$ cat src/hw/rtl/assert_macros.svh
// ----------------------------------------------------------------------------
// Assertion macros
// Shared concurrent assertion helpers. Define NO_ASSERTIONS to compile them out.
// ----------------------------------------------------------------------------
`ifndef ASSERT_MACROS_SVH
`define ASSERT_MACROS_SVH

`ifndef NO_ASSERTIONS

// Same-cycle implication, disabled while reset is held
`define ASSERT_IMPL(lbl, ck, rn, a, c) \
  lbl: assert property (@(posedge ck) disable iff (!rn) (a) |-> (c)) \
    else $error("assertion failed");

// Next-cycle implication, disabled while reset is held
`define ASSERT_NEXT(lbl, ck, rn, a, c) \
  lbl: assert property (@(posedge ck) disable iff (!rn) (a) |=> (c)) \
    else $error("assertion failed");

`else

`define ASSERT_IMPL(lbl, ck, rn, a, c)
`define ASSERT_NEXT(lbl, ck, rn, a, c)

`endif

`endif

$ cat src/hw/rtl/fae_queue.sv
// ----------------------------------------------------------------------------
// fae_queue
// Small register FIFO between parser and result stage. DEPTH is a power of two.
// ----------------------------------------------------------------------------
module fae_queue #(
  parameter int W     = 8,
  parameter int DEPTH = 2
) (
  input  logic         clk,
  input  logic         rst_n,
  input  logic         push,
  input  logic [W-1:0] wdata,
  output logic         full,
  input  logic         pop,
  output logic         valid,
  output logic [W-1:0] rdata
);

  localparam int AW = $clog2(DEPTH);

  logic [W-1:0]  mem_r [DEPTH];
  logic [AW-1:0] wr_ptr_r, wr_ptr_nxt;
  logic [AW-1:0] rd_ptr_r, rd_ptr_nxt;
  logic [AW:0]   cnt_r, cnt_nxt;
  logic          do_push;
  logic          do_pop;

  assign full    = cnt_r == (AW + 1)'(DEPTH);
  assign valid   = cnt_r != '0;
  assign rdata   = mem_r[rd_ptr_r];
  assign do_push = push && !full;
  assign do_pop  = pop && valid;

  // Pointer and fill level update
  always_comb begin
    wr_ptr_nxt = do_push ? wr_ptr_r + 1'b1 : wr_ptr_r;
    rd_ptr_nxt = do_pop ? rd_ptr_r + 1'b1 : rd_ptr_r;
    cnt_nxt    = cnt_r;
    if (do_push && !do_pop) begin
      cnt_nxt = cnt_r + 1'b1;
    end else if (do_pop && !do_push) begin
      cnt_nxt = cnt_r - 1'b1;
    end
  end

  always_ff @(posedge clk) begin
    if (!rst_n) begin
      wr_ptr_r <= '0;
      rd_ptr_r <= '0;
      cnt_r    <= '0;
    end else begin
      wr_ptr_r <= wr_ptr_nxt;
      rd_ptr_r <= rd_ptr_nxt;
      cnt_r    <= cnt_nxt;
    end
  end

  always_ff @(posedge clk) begin
    if (do_push) begin
      mem_r[wr_ptr_r] <= wdata;
    end
  end

endmodule

$ cat config.mk
export PLATFORM = sky130hd
export DESIGN_NAME = fae_queue
export DESIGN_NICKNAME = d
export VERILOG_FILES = /design/src/hw/rtl/assert_macros.svh /design/src/hw/rtl/fae_queue.sv
export SDC_FILE = /design/constraint.sdc
export NUM_CORES = 1
export LEC_CHECK = 0
export ABC_AREA = 1
export BUFFER_PORTS_ARGS = -buffer_cell sky130_fd_sc_hd__buf_2
export CORE_MARGIN = 2
export CORE_UTILIZATION = 40
export CTS_CLUSTER_SIZE = 8
export DETAILED_ROUTE_END_ITERATION = 10
export PLACE_DENSITY = 0.64
export SYNTH_ARGS = -nofsm -noshare
export SYNTH_HDL_FRONTEND = slang
export SYNTH_SLANG_ARGS = --single-unit
$ cat constraint.sdc
create_clock -name clk -period 1.7 [get_ports clk]
set_input_delay 0.085 -clock clk [delete_from_list [all_inputs] [get_ports clk]]
set_output_delay 0.085 -clock clk [all_outputs]
set_load 0.03 [all_outputs]
==> flow_metrics.py <==
metrics = {
    "status": {
        "status": "complete, no violations",
    },
    "clock_tree": {
        "post_cts_buffers": 0,
        "postCtsHoldBufs": 8,
        "numCtsBuffers": 3,
        "root_buffer": "clkbuf_4",
        "cts_num_sinks": 21,
        "path_clk_slew_ns": 0.11,
        "clk_latency_ns": 0.29,
        "htreeDepth": 1,
        "cts.path.max_buffers": 2,
        "cts_tree": "yes",
        "cts_resized": 0,
    },
    "sta": {
        "slew_headroom_pct": 77.2,
        "grt_setup_unrepaired": "no",
        "fin_skew_ns": 0.00141,
        "fin_tns_setup_ns": 0,
        "timing.final.max_slew_violations": 0,
        "max_slew.worst_pin.slew_ns": 0.342,
        "fin_crit_ns": 1.47,
        "worst_hold_slack_ns": 0.0599,
        "period_share_pct": 86.5,
        "hold_viol": 0,
        "fmax_ghz": 0.680,
        "setup_viol": 0,
    },
    "synthesis": {
        "yosysTopAreaCell": "edfxtp_1",
        "yosys-top-cells-area": "edfxtp_1 58%, dfxtp_1 12%, mux2_2 11%",
        "syn-cell-area_um2": 825,
        "seq_area_frac_synth_pct": 70.4,
        "synth.avg_cell_area_um2": 13.3,
        "yosysTopAreaCellShare_pct": 58.3,
        "ys_ff_latch": 21,
        "syn_inst": 62,
        "yosysUniqueCellTypes": 16,
        "ys_warn_count": 0,
        "syn-num-nets": 75,
    },
    "floorplanning": {
        "fp.coreArea_mm2": 0.00196,
        "dieArea_mm2": 0.00244,
        "num_io_pins": 22,
        "initial_core_util_pct": 42.0,
        "std_cell_rows": 16,
        "die_h_um": 49.4,
        "dieWidth_um": 49.4,
    },
    "placed_design": {
        "placed_area_um2": 973,
        "io_buffers": 21,
        "dp_hpwl_um": 970,
        "gp_congestion": 0.806,
    },
    "global_routing": {
        "grt_overflow": 0,
        "first_global_vias": 505,
        "grt_max_degree": 13,
        "grt_pass1_wl_um": 2090,
        "antenna_found_initial": 0,
        "grt_use_total_pct": 11.3,
    },
    "final_layout": {
        "diodes": 0,
        "stdcell_area_mm2": 0.00108,
        "drive_above_1_share_pct": 40.6,
        "nFillCells": 183,
        "synthToLayoutAreaGrowth_pct": 31.1,
        "nets": 110,
    },
    "critical_path": {
        "critPathKind": "reg2out",
        "cp.arrival_ns": 1.39,
        "cp.required_ns": 1.62,
        "worstReg2RegStart": "cnt_r[1]",
        "cp-end-kind": "output port",
        "critical_path.max_fanout": 8,
        "cp-start-kind": "flop",
    },
    "power_and_ir_drop": {
        "power.leakage_uw": 0.000454,
        "peakVddDrop_mv": 0.688,
        "finalPower_uw": 1510,
        "power_density_mw_per_mm2": 1400,
    },
    "flow_run": {
        "max_cap_violations": 0,
    },
    "detailed_routing": {
        "first_iter_violations": 14,
        "wl_per_cell_um": 10.6,
        "remaining_drc_errors": 0,
        "ant_nets": 0,
        "routed_wl_um": 1300,
        "dr.pass1.iters": 4,
        "viasPerCell": 4.50,
        "vias": 554,
    },
    "hold_path": {
        "holdCritStartpoint": "rst_n",
        "min_path_type": "in2reg",
    },
}
## layer usage
layer | part of all wire [%] | wire (um) | up-vias | global-route usage (%)
met3 | 2.8 | 37 | 2 | 2.76
met4 | 1.0 | 13 | 0 | 4.17
met2 | 50 | 647 | 11 | 19.6
met1 | 46 | 602 | 260 | 13.6
met5 | 0 | 0 | - | 0
li1 | - | - | 281 | -
## final cells by class
class	instances	area, um2	share of cell area [%]
timing repair buffer	31	200	18.5
tap	27	33.8	3.12
clock buffer	3	22.5	2.08
sequential	21	581	53.7
inverter	8	30.0	2.78
multi-input combinational	32	209	19.3
clock inverter	1	5.00	0.463
## worst paths after layout
kind,to,slack (ns),cells past startpoint
max,rdata[5],0.23,2
min,cnt_r[1],0.06,3
max reg2reg,cnt_r[1],0.26,9
min reg2reg,rd_ptr_r,0.53,2
## per-stage QoR
| step | instances | util, % | setup slack, ns |
|---|---|---|---|
| after floorplan | 62 | - | 0.424 |
| after global placement | 111 | 49.6 | 0.321 |
| after detailed placement | 111 | 49.6 | 0.300 |
| after CTS | 123 | 55.1 | 0.197 |
| after global routing | 123 | 55.1 | 0.140 |
| final | 123 | 55.1 | 0.229 |
## sequential cells by signal (all words and copies together), names as in the netlist, named ones only
name	cells
mem_r	16
cnt_r	2
rd_ptr_r	1
wr_ptr_r	1
## power breakdown
group | total [uW] | leakage (uW) | internal, uW | switching (uW)
Combinational | 569 | 0.000246 | 211 | 358
Sequential | 720 | 0.000191 | 654 | 65.9
Clock | 226 | 0.0000177 | 87.3 | 139
## cells by family after synthesis
family / share of synthesized area [%]
AO/OA/AOI/OAI: 3.95
adder cells (fa/ha/maj): 1.52
buffers and inverters: 4.25
flip-flops: 70.4
multiplexers: 10.9
AND/OR/NAND/NOR: 8.95
## cells in the mapped netlist (all sizes together)
cell type and count:
edfxtp 16, nor2 9, inv 8, mux2 8, nand2 7, dfxtp 5
o21ai 3, a21oi 1, buf 1, ha 1, nand3 1, nand4 1
o21a 1
## critical path: stages (launching register included)
cell and delay (ns):
dfxtp_1 0.54, mux2_2 0.38, buf_2 0.18
## placed cells by master (no fill, tap or decap), drive strengths merged, types with 3 or more instances in the layout
cell type    netlist  layout
buf                1      23
clkbuf             0       3
dfxtp              5       5
dlygate4sd3        0       8
edfxtp            16      16
inv                8       8
mux2               8       8
nand2              7       7
nor2               9       9
o21ai              3       3
No activity file was read; power rests on OpenSTA's default activity.
