`src/hw/rtl/assert_macros.svh`:
```
// ----------------------------------------------------------------------------
// Assertion macros
// Shared concurrent assertion helpers. Define NO_ASSERTIONS to compile them out.
// ----------------------------------------------------------------------------
`ifndef ASSERT_MACROS_SVH
`define ASSERT_MACROS_SVH

`ifndef NO_ASSERTIONS

// Same-cycle implication, disabled while reset is held
`define ASSERT_IMPL(lbl, ck, rn, a, c) \
  lbl: assert property (@(posedge ck) disable iff (!rn) (a) |-> (c)) \
    else $error("assertion failed");

// Next-cycle implication, disabled while reset is held
`define ASSERT_NEXT(lbl, ck, rn, a, c) \
  lbl: assert property (@(posedge ck) disable iff (!rn) (a) |=> (c)) \
    else $error("assertion failed");

`else

`define ASSERT_IMPL(lbl, ck, rn, a, c)
`define ASSERT_NEXT(lbl, ck, rn, a, c)

`endif

`endif

```
`src/hw/rtl/fae_div.sv`:
```
// ----------------------------------------------------------------------------
// fae_div
// Restoring divider, one quotient bit per cycle, for the per-channel count.
// ----------------------------------------------------------------------------
module fae_div #(
  parameter int DW = 12,
  parameter int VW = 4
) (
  input  logic          clk,
  input  logic          rst_n,
  input  logic          start,
  input  logic [DW-1:0] dividend,
  input  logic [VW-1:0] divisor,
  output logic          busy,
  output logic [DW-1:0] quotient
);

  localparam int CNTW = $clog2(DW + 1);

  logic            busy_r, busy_nxt;
  logic [CNTW-1:0] cnt_r, cnt_nxt;
  logic [VW-1:0]   rem_r, rem_nxt;
  logic [DW-1:0]   quo_r, quo_nxt;
  logic [VW-1:0]   dvs_r, dvs_nxt;

  logic [VW:0] trial;
  logic [VW:0] diff;
  logic        ge;

  // One restoring step
  assign trial = {rem_r, quo_r[DW-1]};
  assign ge    = trial >= {1'b0, dvs_r};
  assign diff  = trial - {1'b0, dvs_r};

  always_comb begin
    busy_nxt = busy_r;
    cnt_nxt  = cnt_r;
    rem_nxt  = rem_r;
    quo_nxt  = quo_r;
    dvs_nxt  = dvs_r;
    if (start) begin
      busy_nxt = 1'b1;
      cnt_nxt  = CNTW'(DW);
      rem_nxt  = '0;
      quo_nxt  = dividend;
      dvs_nxt  = divisor;
    end else if (busy_r) begin
      rem_nxt  = ge ? diff[VW-1:0] : trial[VW-1:0];
      quo_nxt  = {quo_r[DW-2:0], ge};
      cnt_nxt  = cnt_r - 1'b1;
      busy_nxt = cnt_r != CNTW'(1);
    end
  end

  always_ff @(posedge clk) begin
    if (!rst_n) begin
      busy_r <= 1'b0;
      cnt_r  <= '0;
    end else begin
      busy_r <= busy_nxt;
      cnt_r  <= cnt_nxt;
    end
  end

  always_ff @(posedge clk) begin
    rem_r <= rem_nxt;
    quo_r <= quo_nxt;
    dvs_r <= dvs_nxt;
  end

  assign busy     = busy_r;
  assign quotient = quo_r;

endmodule

```
`config.mk`:
```
export PLATFORM = sky130hd
export DESIGN_NAME = fae_div
export DESIGN_NICKNAME = d
export VERILOG_FILES = /design/src/hw/rtl/assert_macros.svh /design/src/hw/rtl/fae_div.sv
export SDC_FILE = /design/constraint.sdc
export NUM_CORES = 1
export LEC_CHECK = 0
export ABC_AREA = 1
export BUFFER_PORTS_ARGS = -buffer_cell sky130_fd_sc_hd__buf_2
export CAP_MARGIN = 20
export CORE_MARGIN = 5
export CORE_UTILIZATION = 41
export CTS_BUF_LIST = sky130_fd_sc_hd__clkbuf_16
export DETAILED_ROUTE_END_ITERATION = 8
export SETUP_SLACK_MARGIN = 0.02
export SKIP_CTS_REPAIR_TIMING = 1
export SYNTH_ARGS = -nofsm -noshare
export SYNTH_HDL_FRONTEND = slang
export SYNTH_SLANG_ARGS = --single-unit
```
`constraint.sdc`:
```
create_clock -name clk -period 2.75 [get_ports clk]
set_input_delay 0.4125 -clock clk [delete_from_list [all_inputs] [get_ports clk]]
set_output_delay 0.4125 -clock clk [all_outputs]
set_load 0.01 [all_outputs]
```
==> run_results.csv <==
group,metric,value,unit
pwr,cellPowerDensity,654,nW/um^2
sta,hold_violations,0,
synthesis,yosysSeqAreaShare,0.544,
final_layout,fillers,273,
routing,viasPerCell,4.77,
final_layout,diodes,0,
final_layout,area_delta_synth_final,21.4,%
pwr,p_leak,0.750,nW
floorplanning,start_util,0.433,
critical_path,critical_path_required,2.74,ns
synthesis,synth_area,1210,um^2
floorplanning,die_h,64.4,um
synthesis,synth_top_family_by_area,"simple AND/OR/NAND/NOR gates",
floorplanning,die_w,64.4,um
synthesis,synthMuxAreaShare,0,
routing,postRouteAntennaNets,0,
synthesis,ys_ff_latch,25,
critical_path,cp-end-kind,"flop",
clock_network,clockBufferDepth,2,
synthesis,synth_xor_area_frac,0.00721,
synthesis,yosys.area_share.simple,0.273,
routing,wl_per_cell,11.6,um
clock_network,cts.sinks,25,
final_layout,drive_gt1_frac,0.231,
synthesis,yosysWarnings,0,
synthesis,syn-num-nets,163,
synthesis,synth_adder_area_share,0.0783,
critical_path,arrival,1.45,ns
pwr,vdd_drop_max,289,uV
sta,min_period,1.47,ns
global_route,grt.total_usage,0.121,
floorplanning,die_area,4150,um^2
sta,setup_viol,0,
floorplanning,num_rows,19,
global_route,grt_pass1_wl,4.04,mm
global_route,antenna_found_initial,0,
final_layout,seqCellArea,661,um^2
placement,dp_slack,1.07,ns
routing,drcViolationCount,0,
clock_network,tritoncts,"built",
sta,min_period_over_period,0.533,
job,maxCapViolCount,0,
sta,fin_ws,1.28,ns
routing,firstDrtPassIters,4,
sta,drv_slew,0,
clock_network,clock_latency,0.25,ns
global_route,overflow,0,
floorplanning,io_pins,32,
clock_network,cts_buffers,3,
critical_path,critPathLaunchType,"flop",
placement,dp_hpwl,1.80,mm
global_route,grt_max_degree,20,
sta,worstMarginPinSlew,0.481,ns
sta,slew_headroom,0.679,
routing,wirelength,2.33,mm
final_layout,nets,196,
global_route,grt_pass1_vias,916,
sta,rsz0062_at_grt,"no",
synthesis,syn_area_per_cell,8.87,um^2
sta,final.setup_skew,0.00167,ns
sta,fmax,682,MHz
critical_path,worstPathMaxFanout,6,
routing,vias,954,
clock_network,htreeDepth,1,
run_status,outcome,"complete, no violations",
placement,numPortBuffers,31,
critical_path,worstSetupPathType,"reg -> reg",
clock_network,clk_root_buffer_cell,"clkbuf_16",
clock_network,clk_pin_slew,0.06,ns
routing,drt-initial-drc-count,36,
synthesis,synth-compound-area-share,0.0350,
final_layout,multi_input_area,478,um^2
synthesis,synth_cells,137,
worst_hold_path,min_path_type,"in -> reg",
sta,setup_tns,0,ns
floorplanning,core,2810,um^2
placement,place.gp.congestion,0.785,
synthesis,ys_types,23,
-- worst max-delay path, stage by stage, from the launching register on --
cell,delay (ns)
edfxtp_1,0.36
inv_1,0.06
ha_1,0.26
a21oi_1,0.20
nand2_1,0.12
nand2_4,0.10
a31oi_1,0.09
-- metal layers --
layer | part of all wire | vias to the layer above | track usage | wire length (um)
li1 | - | 506 | - | -
met1 | 0.49 | 433 | 0.165 | 1130
met2 | 0.46 | 13 | 0.195 | 1080
met3 | 0.040 | 2 | 0.0259 | 93
met4 | 0.0082 | 0 | 0.0317 | 19
met5 | 0 | - | 0 | 0
-- metrics by stage --
step,area (um^2),power (mW),hold slack (ns),instances,utilization
2_1_floorplan,1210,0.605,0.428,137,-
3_3_place_gp,1400,0.663,0.471,196,0.498
3_5_place_dp,1400,0.667,0.464,196,0.498
4_1_cts,1480,0.972,0.336,200,0.526
5_1_grt,1480,1.02,0.332,200,0.526
6_report,1480,0.964,0.337,200,0.526
-- cell type report --
cell class,instances,share of cell area
clock buffer,3,0.0509
clock inverter,1,0.00254
inverter,17,0.0433
multi-input combinational,92,0.324
sequential,25,0.448
tap,31,0.0263
timing repair buffer,31,0.105
-- synth_stat cells --
master,count,area (um^2)
dfxtp_1,9,180
inv_1,16,60.1
edfxtp_1,16,480
xor2_1,1,8.76
a41oi_1,1,8.76
nor2_1,6,22.5
nor2_4,1,11.3
fa_1,1,20.0
or2_4,1,8.76
nand4_1,3,18.8
nand2_4,1,11.3
a31oi_1,1,6.26
nor3_1,1,5.00
o21ai_0,1,5.00
ha_1,6,75.1
clkbuf_1,2,7.51
inv_2,1,3.75
a211oi_1,1,7.51
buf_2,1,5.00
a21oi_1,3,15.0
nand3_1,9,45.0
nand2_2,1,6.26
nand2_1,54,203
-- cell families after synthesis --
logic type / count (synthesis)
simple gates: 77
compound gates: 7
fa+ha+maj: 7
xor+xnor: 1
flops: 25
buf+inv: 20
-- cell usage in the layout (no fill, tap or decap) --
cell type	instances
nand2_1	54
buf_2	31
inv_1	17
edfxtp_1	16
nand3_1	9
dfxtp_1	9
nor2_1	6
ha_1	6
a21oi_1	3
nand4_1	3
clkbuf_16	3
inv_2	1
nand2_4	1
or2_4	1
nor2_4	1
a31oi_1	1
nand2_2	1
a41oi_1	1
a211oi_1	1
nor3_1	1
o21ai_0	1
xor2_1	1
fa_1	1
-- sequential cells by signal (all words and copies together) (netlist names) --
name,flops
rem_r,4
busy,1
quotient,12
cnt_r,4
dvs_r,4
-- where the power goes --
group / total (mW) / internal [mW] / switching, mW
combinational: 0.193 / 0.0777 / 0.115
sequential: 0.466 / 0.444 / 0.0219
clock: 0.306 / 0.194 / 0.112
-- worst paths after layout --
path                    from     endpoint  slack (ns)  cells past startpoint
setup / recovery    dvs_r[2]  quotient[0]        1.28                      6
setup reg to reg    dvs_r[2]  quotient[0]        1.28                      6
hold reg to reg     rem_r[3]     rem_r[3]        0.47                      2
hold / removal    divisor[0]     dvs_r[0]        0.34                      1
No activity file was read; power rests on OpenSTA's default activity.
