===== config.mk =====
export PLATFORM = sky130hd
export DESIGN_NAME = fae_back
export DESIGN_NICKNAME = d
export VERILOG_FILES = /design/src/hw/rtl/assert_macros.svh /design/src/hw/rtl/fae_pkg.sv /design/src/hw/rtl/fae_back.sv
export SDC_FILE = /design/constraint.sdc
export NUM_CORES = 1
export LEC_CHECK = 0
export BUFFER_PORTS_ARGS = -buffer_cell sky130_fd_sc_hd__buf_2
export CORE_ASPECT_RATIO = 0.6
export CORE_UTILIZATION = 30
export DETAILED_ROUTE_END_ITERATION = 8
export GPL_TIMING_DRIVEN = 0
export PLACE_DENSITY_LB_ADDON = 0.2
export SLEW_MARGIN = 20
export SYNTH_ARGS = -nofsm -noshare
export SYNTH_HDL_FRONTEND = slang
export SYNTH_SLANG_ARGS = --single-unit
export TNS_END_PERCENT = 30

===== constraint.sdc =====
create_clock -name clk -period 5.7 [get_ports clk]
set_input_delay 0.285 -clock clk [delete_from_list [all_inputs] [get_ports clk]]
set_output_delay 0.285 -clock clk [all_outputs]
set_load 0.1 [all_outputs]

===== src/hw/rtl/assert_macros.svh =====
// ----------------------------------------------------------------------------
// Assertion macros
// Shared concurrent assertion helpers. Define NO_ASSERTIONS to compile them out.
// ----------------------------------------------------------------------------
`ifndef ASSERT_MACROS_SVH
`define ASSERT_MACROS_SVH

`ifndef NO_ASSERTIONS

// Same-cycle implication, disabled while reset is held
`define ASSERT_IMPL(lbl, ck, rn, a, c) \
  lbl: assert property (@(posedge ck) disable iff (!rn) (a) |-> (c)) \
    else $error("assertion failed");

// Next-cycle implication, disabled while reset is held
`define ASSERT_NEXT(lbl, ck, rn, a, c) \
  lbl: assert property (@(posedge ck) disable iff (!rn) (a) |=> (c)) \
    else $error("assertion failed");

`else

`define ASSERT_IMPL(lbl, ck, rn, a, c)
`define ASSERT_NEXT(lbl, ck, rn, a, c)

`endif

`endif


===== src/hw/rtl/fae_pkg.sv =====
// ----------------------------------------------------------------------------
// fae_pkg
// Shared types and constants of the flash ADC event unpacker.
// ----------------------------------------------------------------------------
package fae_pkg;

  // Fixed result field widths
  localparam int WORD_W = 32;
  localparam int KIND_W = 2;
  localparam int CHAN_W = 3;
  localparam int IDX_W  = 12;
  localparam int SAMP_W = 16;
  localparam int MASK_W = 8;
  localparam int WPC_W  = 12;

  // Header words counted by the size field besides the payload
  localparam int HDR_ADJ = 4;

  // Result kinds
  typedef enum logic [KIND_W-1:0] {
    KIND_PAIR    = 2'd0,
    KIND_SUMMARY = 2'd1,
    KIND_ERROR   = 2'd2
  } kind_t;

  // Control part of a queued request
  typedef struct packed {
    kind_t kind;
    logic  last;
  } cmd_t;

  localparam int CMD_W = $bits(cmd_t);
  // Fixed part of a queue entry: command, payload word, board id, event number
  localparam int ENTRY_FIX_W = CMD_W + 3 * WORD_W;

  typedef struct packed {
    logic [WORD_W-1:0] data_word;
  } in_item_t;

  typedef struct packed {
    logic [KIND_W-1:0]        kind;
    logic [CHAN_W-1:0]        adc_channel;
    logic [IDX_W-1:0]         pair_index;
    logic signed [SAMP_W-1:0] sample_low;
    logic signed [SAMP_W-1:0] sample_high;
    logic [WORD_W-1:0]        board_id;
    logic [WORD_W-1:0]        event_number;
    logic [MASK_W-1:0]        active_mask;
    logic [WPC_W-1:0]         words_per_channel;
    logic                     last;
  } out_item_t;

endpackage


===== src/hw/rtl/fae_back.sv =====
// ----------------------------------------------------------------------------
// fae_back
// Result stage: walks the active channels, numbers payload words and drives
// the registered result channel.
// ----------------------------------------------------------------------------
module fae_back #(
  parameter int N   = 8,
  parameter int SB  = 12,
  parameter int CHW = 3,
  parameter int EW  = fae_pkg::ENTRY_FIX_W + N + SB
) (
  input  logic                clk,
  input  logic                rst_n,
  input  logic                q_valid,
  output logic                q_pop,
  input  logic [EW-1:0]       q_rdata,
  output logic                out_valid,
  input  logic                out_ready,
  output fae_pkg::out_item_t  out_data
);

  fae_pkg::cmd_t               e_cmd;
  logic [fae_pkg::WORD_W-1:0]  e_word;
  logic [fae_pkg::WORD_W-1:0]  e_bid;
  logic [fae_pkg::WORD_W-1:0]  e_evn;
  logic [N-1:0]                e_mask;
  logic [SB-1:0]               e_wpc;

  logic                        out_valid_r, out_valid_nxt;
  fae_pkg::out_item_t          out_data_r, out_data_nxt;
  logic [CHW-1:0]              ch_r, ch_nxt;
  logic [SB-1:0]               idx_r, idx_nxt;

  logic [CHW-1:0]              first_ch;
  logic [CHW-1:0]              above_ch;
  logic [SB-1:0]               idx_inc;

  assign {e_cmd, e_word, e_bid, e_evn, e_mask, e_wpc} = q_rdata;

  // Lowest active channel, and lowest active channel above the current one
  always_comb begin
    first_ch = '0;
    above_ch = '0;
    for (int i = N - 1; i >= 0; i--) begin
      if (e_mask[i]) begin
        first_ch = CHW'(i);
        if (CHW'(i) > ch_r) begin
          above_ch = CHW'(i);
        end
      end
    end
  end

  assign idx_inc = idx_r + 1'b1;
  assign q_pop   = q_valid && (!out_valid_r || out_ready);

  // Result formatting and channel walk
  always_comb begin
    out_valid_nxt = out_valid_r;
    out_data_nxt  = out_data_r;
    ch_nxt        = ch_r;
    idx_nxt       = idx_r;
    if (q_pop) begin
      out_valid_nxt                   = 1'b1;
      out_data_nxt.kind               = e_cmd.kind;
      out_data_nxt.adc_channel        = '0;
      out_data_nxt.pair_index         = '0;
      out_data_nxt.sample_low         = '0;
      out_data_nxt.sample_high        = '0;
      out_data_nxt.board_id           = e_bid;
      out_data_nxt.event_number       = e_evn;
      out_data_nxt.active_mask        = fae_pkg::MASK_W'(e_mask);
      out_data_nxt.words_per_channel  = fae_pkg::WPC_W'(e_wpc);
      out_data_nxt.last               = e_cmd.last;
      unique case (e_cmd.kind)
        fae_pkg::KIND_SUMMARY: begin
          ch_nxt  = first_ch;
          idx_nxt = '0;
        end
        fae_pkg::KIND_PAIR: begin
          out_data_nxt.adc_channel = fae_pkg::CHAN_W'(ch_r);
          out_data_nxt.pair_index  = fae_pkg::IDX_W'(idx_r);
          out_data_nxt.sample_low  = $signed(e_word[fae_pkg::SAMP_W-1:0]);
          out_data_nxt.sample_high =
            $signed(e_word[fae_pkg::WORD_W-1:fae_pkg::SAMP_W]);
          if (idx_inc == e_wpc) begin
            idx_nxt = '0;
            ch_nxt  = above_ch;
          end else begin
            idx_nxt = idx_inc;
          end
        end
        fae_pkg::KIND_ERROR: begin
          ch_nxt = ch_r;
        end
        default: ch_nxt = ch_r;
      endcase
    end else if (out_ready) begin
      out_valid_nxt = 1'b0;
    end
  end

  always_ff @(posedge clk) begin
    if (!rst_n) begin
      out_valid_r <= 1'b0;
      ch_r        <= '0;
      idx_r       <= '0;
    end else begin
      out_valid_r <= out_valid_nxt;
      ch_r        <= ch_nxt;
      idx_r       <= idx_nxt;
    end
  end

  always_ff @(posedge clk) begin
    out_data_r <= out_data_nxt;
  end

  assign out_valid = out_valid_r;
  assign out_data  = out_data_r;

endmodule


==> parameters.txt, run 1 <==
Parameter                              Value

Outcome
  Outcome    complete, no violations

Floorplan
  Die Span Y    109 um
  Boundary pin count    259
  Placement row count    38
  Chip Width    181 um
  Core Region    18,400 um2
  Initial core utilization    31.2%
  Die area    19,800 um2

Timing
  Relative max-transition margin    55.7%
  Setup violations, final    0
  Pin slew with the least headroom to its limit    664 ps
  Highest attainable clock frequency    343 MHz
  Final critical delay including setup and external delays    2910 ps
  Final hold violations    0
  Final cycle utilization of the critical path    51.1%
  Largest clock skew in the final design    7.14 ps
  Number of max-slew violations in the final report    0
  Unrepaired setup endpoints after global routing    false
  Final total negative setup slack    0 ps

Worst setup path
  Path type of the worst setup path    reg2reg
  Reg-to-Reg End    idx_r[5]$_SDFFE_PN0P_
  Register-to-Register Path Depth    9
  Required time of the critical path    6040 ps
  Sort of element at the end of the critical path    flop
  Slowest cell on the critical path    a21oi_1
  Worst path arrival time    3260 ps
  Critical path fanouts, max    10
  Maximum single-stage delay on the critical path    540 ps
  Flop2flop setup slack    2790 ps
  Critical Path Source    idx_r[0]$_SDFFE_PN0P_
  Critical register-to-register path startpoint    idx_r[0]$_SDFFE_PN0P_
  Critical Path Source Type    flop
  Crit path top cell by count    a21oi_1
  Critical path, cell by cell    ha_1, nand3_2, buf_6, or3_1, a21oi_1, nor4b_4, a21oi_1, o21ai_0, a21oi_1

Synth
  Mean instance size in the synthesized netlist    15.2 um2
  Distinct cell type count after synthesis    53
  Total nets after synthesis    502
  Total of flip-flops plus latches after synthesis    150
  Count of yosys warnings during synthesis    0
  Seq/Total Area, Yosys    75.4%
  Count of flip-flops with a built-in enable after synthesis    134
  Async set-reset flop share out of synthesis    0%
  Cell type with the highest aggregate area in the netlist    edfxtp_1
  Synth top area cells    edfxtp_1 70%, dfxtp_1 5.6%, and2_1 5.0%
  Share of Yosys cell area claimed by the top area cell type    69.8%
  Most used DFF post-synth    edfxtp_1
  Synthesized instance count    378
  Post-synth design cell area    5760 um2

Final layout
  Area growth from synthesis to layout    37.8%
  Nets    779
  Utilization after layout    43.1%
  Cell Count, Final, Fillers Out    908
  Share of layout cells above drive strength 1    46.1%
  Reg area    4340 um2
  Number of fill cells in the layout    1,737
  Count of antenna diodes in the layout    0
  Area of the multi-input gates    1300 um2

Drt
  Post-route DRC violation count    0
  Avg Vias per Cell    4.64
  1st-pass router iterations    5
  Wirelength per Cell    17.3 um
  WL final    15.7 mm
  Via Count    4,210
  Initial detailed-routing violation count    229
  Final ANT Viol Nets    0

Clocking
  Clock slew at reported path FFs    70 ps
  Longest Clk Path Bufs    2
  Deepest level of the CTS H-tree    4
  CTS Root Buffer Type    clkbuf_16
  # clock sinks    150
  Number of buffers inserted during clock tree synthesis    17
  CTS tree    built
  Resize count post-CTS    0
  Clk_lat worst skew    420 ps
  # Post-CTS Setup Buffers    0
  # hold bufs at CTS    0

Min path
  Hold crit path type    in2reg
  Cell depth of the worst min-delay path    1
  Startpoint of the worst hold path    q_rdata[77]
  WHS Endpoint    out_data[78]$_DFFE_PP_

GRT
  Pin count of the biggest net entering global routing    74
  Antenna violations before repair    0
  Total routing usage reported by global routing    15.6%
  Wire length of the first global-routing pass    22.8 mm
  Vias in the first global route    3,987
  Global route overflow    0

Place
  Routability congestion estimate    0.915
  Number of buffers added on ports    257
  Placed wire-length estimate    11.5 mm
  Inst Count DP    876

Flow run
  Number of max-capacitance violations reported    0

Power and ir drop
  Power density over the cells    371 nW/um2
  Leakage power    3.27 nW
  Max rail drop VDD    0.205 mV
worst max path at each step:
stage / endpoint
after global placement: ch_r[0]$_SDFFE_PN0P_
after CTS: idx_r[4]$_SDFFE_PN0P_
after detailed placement: idx_r[5]$_SDFFE_PN0P_
after floorplan: idx_r[8]$_SDFFE_PN0P_
after global routing: idx_r[5]$_SDFFE_PN0P_
final: idx_r[5]$_SDFFE_PN0P_
layer usage:
layer,wire (um),GRT usage (%)
met5,0,0
met4,158,5.21
met3,981,4.60
met2,7380,24.6
met1,7170,20.7
Yosys cell counts, types with 2 or more instances:
cell       instances
edfxtp_1         134
and2_1            46
nand2_1           20
nor2_1            20
dfxtp_1           16
a21oi_1           14
o21ai_0           14
xnor2_1           11
inv_1             10
clkbuf_1           9
nand3_1            6
nand2b_1           5
buf_4              4
nor3_1             4
or3_1              4
xor2_1             4
a22oi_1            3
a31oi_1            3
nand4_1            3
o21bai_1           3
or2_2              3
a21oi_2            2
a2bb2oi_1          2
nand3b_1           2
nand4b_1           2
nor2b_1            2
nor4_4             2
o211ai_1           2
o22ai_1            2
o31ai_1            2
o41ai_1            2
area by class of cell:
cell class                 instances  share of cell area, %
buffer                            15                   1.01
multi-input combinational        203                   16.4
clock inverter                    14                   1.64
inverter                          10                  0.567
timing repair buffer             258                   16.5
tap                              240                   3.78
clock buffer                      18                   5.40
sequential                       150                   54.7
state kept, by name (all words and copies together), names as in the netlist:
name       count
out_data     134
idx_r         12
ch_r           3
out_valid      1
cells by family (layout without fill, tap and decap cells):
logic type / after synthesis / in the layout / synth area share, %
AND/OR/NAND/NOR: 126 / 126 / 13.0
adder cells (fa/ha/maj): 1 / 1 / 0.217
buffers and inverters: 25 / 315 / 2.04
XOR/XNOR: 15 / 15 / 2.28
AO/OA/AOI/OAI: 60 / 60 / 6.93
flip-flops: 150 / 150 / 75.4
multiplexers: 1 / 1 / 0.174
worst max-delay path: cells and delay by family, from the launching register on:
| family | cells | cell delay, ps |
|---|---|---|
| fa+ha+maj | 1 | 350 |
| flops | 1 | 490 |
| simple gates | 3 | 620 |
| buf+inv | 1 | 160 |
| compound gates | 4 | 1220 |
power by group:
| part | total, mW | internal (mW) | switching (mW) |
|---|---|---|---|
| registers | 1.28 | 1.26 | 0.0152 |
| logic | 0.592 | 0.0869 | 0.505 |
| clock network | 1.08 | 0.579 | 0.497 |
| total | 2.95 | 1.93 | 1.02 |
per-stage QoR:
step / hold WS (ps) / worst slack, ps / cell area (um2) / power [mW]
6_report: 33.1 / 2790 / 7940 / 2.95
4_1_cts: 13.8 / 2850 / 7940 / 2.98
2_1_floorplan: 384 / 187 / 5760 / 1.78
3_5_place_dp: 463 / 2870 / 7380 / 1.90
5_1_grt: 10.4 / 2630 / 7940 / 3.04
3_3_place_gp: 461 / -456 / 7350 / 1.90
placed cells by master (no fill, tap or decap), types with 3 or more instances in the layout:
master	count
nand2_1	20
xor2_1	4
buf_2	258
nand2b_1	5
nand3_1	6
clkbuf_1	10
edfxtp_1	134
inv_1	9
a31oi_1	3
and2_1	46
o21bai_1	3
dfxtp_1	16
nand4_1	3
inv_6	6
a21oi_1	14
a22oi_1	3
nor3_1	4
xnor2_1	11
buf_4	4
nor2_1	20
or3_1	4
clkbuf_16	17
o21ai_0	14
or2_2	3
inv_8	5
Note: power is estimated with default switching activity, not from simulation.
==> run 2: changes to the inputs <==
- ABC_AREA: default -> 1
- clock period: 5.7 -> 2.8 ns (I/O delays scaled with it)
==> parameters.txt, run 2 <==
Parameter                              Value

Outcome
  Outcome    complete, no violations

Min path
  WHS Endpoint    out_data[94]$_SDFFCE_PN0P_
  Startpoint of the worst hold path    q_rdata[109]
  Cell depth of the worst min-delay path    3
  Hold crit path type    in2reg

Place
  Routability congestion estimate    0.791
  Placed wire-length estimate    11.6 mm
  Placed instance area    7570 um2
  Inst Count DP    1,021
  Number of buffers added on ports    258

Timing
  Final hold violations    0
  Unrepaired setup endpoints after global routing    false
  Pin slew with the least headroom to its limit    662 ps
  Final critical delay including setup and external delays    2240 ps
  Final cycle utilization of the critical path    79.8%
  Relative max-transition margin    55.7%
  Setup violations, final    0
  Largest clock skew in the final design    8.86 ps
  Highest attainable clock frequency    447 MHz
  Number of max-slew violations in the final report    0
  Final total negative setup slack    0 ps

Drt
  Wirelength per Cell    14.3 um
  Met3 WL    1.03 mm
  Met2 routed WL    7.89 mm
  Top Layer Used    met4
  WL final    16.5 mm
  Total routed wire length on the met1 layer    7.44 mm
  Post-route DRC violation count    0
  Avg Vias per Cell    4.16
  Via Count    4,805
  Initial detailed-routing violation count    243
  1st-pass router iterations    4
  Final ANT Viol Nets    0

Clocking
  CTS Root Buffer Type    clkbuf_16
  # clock sinks    150
  Longest Clk Path Bufs    2
  Number of buffers inserted during clock tree synthesis    17
  Clock slew at reported path FFs    60 ps
  Clk_lat worst skew    420 ps
  CTS tree    built
  Deepest level of the CTS H-tree    4

Final layout
  Most common cell after layout, fill and taps aside    buf_2
  Post-route cell area    9140 um2
  Utilization after layout    47.9%
  Share of layout cells above drive strength 1    35.4%
  Area of the multi-input gates    1230 um2
  Number of fill cells in the layout    1,792
  Cell Count, Final, Fillers Out    1,156
  Nets    1,001
  Top library cells by usage in the layout, fill and taps aside    258 x buf_2, 134 x edfxtp_1, 103 x dlygate4sd3_1
  Reg area    4350 um2
  Number of flip-flops under the largest register name    134
  Count of antenna diodes in the layout    0
  Area growth from synthesis to layout    55.9%

Synth
  Count of yosys warnings during synthesis    0
  Top cell types by occurrence after synthesis    134 x edfxtp_1, 93 x nand2_1, 73 x nor2_1
  Distinct cell type count after synthesis    27
  Cell with the most instances after synthesis    edfxtp_1
  Mean instance size in the synthesized netlist    11.9 um2
  Synthesized instance count    493
  Synth top area cells    edfxtp_1 69%, nand2_1 6.0%, dfxtp_1 5.5%
  Cell type with the highest aggregate area in the netlist    edfxtp_1
  Count of flip-flops with a built-in enable after synthesis    134
  Async set-reset flop share out of synthesis    0%
  Most used DFF post-synth    edfxtp_1
  Post-synth design cell area    5860 um2
  Seq/Total Area, Yosys    74.2%
  Share of Yosys cell area claimed by the top area cell type    68.7%
  Total nets after synthesis    617
  Total of flip-flops plus latches after synthesis    150

Worst setup path
  Reg-to-Reg End    idx_r[3]$_SDFFE_PN0P_
  Critical register-to-register path startpoint    idx_r[1]$_SDFFE_PN0P_
  Critical Path Source Type    flop
  Flop2flop setup slack    560 ps
  Critical path fanouts, max    8
  Register-to-Register Path Depth    11
  Required time of the critical path    3080 ps
  Worst path arrival time    2510 ps
  Path type of the worst setup path    reg2reg
  Sort of element at the end of the critical path    flop

Power and ir drop
  Power density over the cells    659 nW/um2
  Max rail drop VDD    0.370 mV
  Overall power consumption    6.02 mW
  Leakage power    3.95 nW

Floorplan
  Initial core utilization    30.7%
  Core Region    19,100 um2
  Chip Width    182 um
  Die area    20,100 um2
  Placement row count    39
  Boundary pin count    259
  Die Span Y    110 um

GRT
  Wire length of the first global-routing pass    24.5 mm
  Pin count of the biggest net entering global routing    34
  Total routing usage reported by global routing    16.4%
  Vias in the first global route    4,545
  Antenna violations before repair    0
  Global route overflow    0

Flow run
  Number of max-capacitance violations reported    0
==> run 2: per-layer routing <==
metal  track usage (%)  vias to the layer above
li1                  -                     2417
met1              21.6                     2233
met2              26.1                      143
met3              5.06                       12
met4              5.28                        0
met5                 0                        -
==> run 2: report_power, final <==
group	switching, mW	leakage (nW)	internal [mW]	total [mW]
logic	1.06	2.25	0.276	1.34
clock network	0.917	0.249	1.16	2.08
registers	0.0289	1.45	2.58	2.60
==> run 2: worst max path at each step <==
stage / startpoint / to / slack [ps] / depth (start not counted)
after global placement: out_valid$_SDFFE_PN0P_ / idx_r[5]$_SDFFE_PN0P_ / -1830 / 7
after detailed placement: idx_r[1]$_SDFFE_PN0P_ / idx_r[3]$_SDFFE_PN0P_ / 550 / 11
after global routing: idx_r[1]$_SDFFE_PN0P_ / idx_r[3]$_SDFFE_PN0P_ / 300 / 11
final: idx_r[1]$_SDFFE_PN0P_ / idx_r[3]$_SDFFE_PN0P_ / 560 / 11
after CTS: idx_r[1]$_SDFFE_PN0P_ / idx_r[3]$_SDFFE_PN0P_ / 520 / 11
after floorplan: out_valid$_SDFFE_PN0P_ / idx_r[2]$_SDFFE_PN0P_ / -1080 / 7
==> run 2: critical path, cell delays in order (launching register included) <==
cell	delay [ps]
dfxtp_1	400
ha_1	300
nand2_2	120
nor2_2	160
nand2_1	120
nand3_2	90
nor3b_1	200
nand2_1	80
nor3_1	130
nand2_1	260
nand2_1	150
a21oi_1	60
==> run 2: cells by family (layout without fill, tap and decap cells) <==
kind of cell	Yosys count	after routing	synth area share [%]
compound gates	36	36	3.27
fa+ha+maj	1	1	0.214
buf+inv	78	475	5.00
flops	150	150	74.2
simple gates	228	228	17.4
==> run 2: final cells by class <==
cell class | count | area share [%]
clock inverters | 10 | 0.822
clock buffers | 22 | 4.97
well taps | 266 | 3.64
plain buffers | 7 | 0.288
inverters | 71 | 2.96
flip-flops and latches | 150 | 47.6
repair buffers | 365 | 26.3
multi-input cells | 265 | 13.4
==> run 2: repair_timing <==
action                                 4_1_cts  5_1_grt
setup endpoints to repair                    0        0
setup buffers                                0        0
endpoints found under the hold margin      105        0
hold buffers                               103        0
gates resized for setup                      0        0
==> run 2: per-stage QoR <==
| step | setup WS (ps) | hold slack, ps |
|---|---|---|
| floorplan | -1080 | 239 |
| global placement | -1830 | 317 |
| detailed placement | 554 | 318 |
| CTS | 523 | 0.431 |
| global route | 304 | 6.57 |
| finish | 565 | 19.7 |
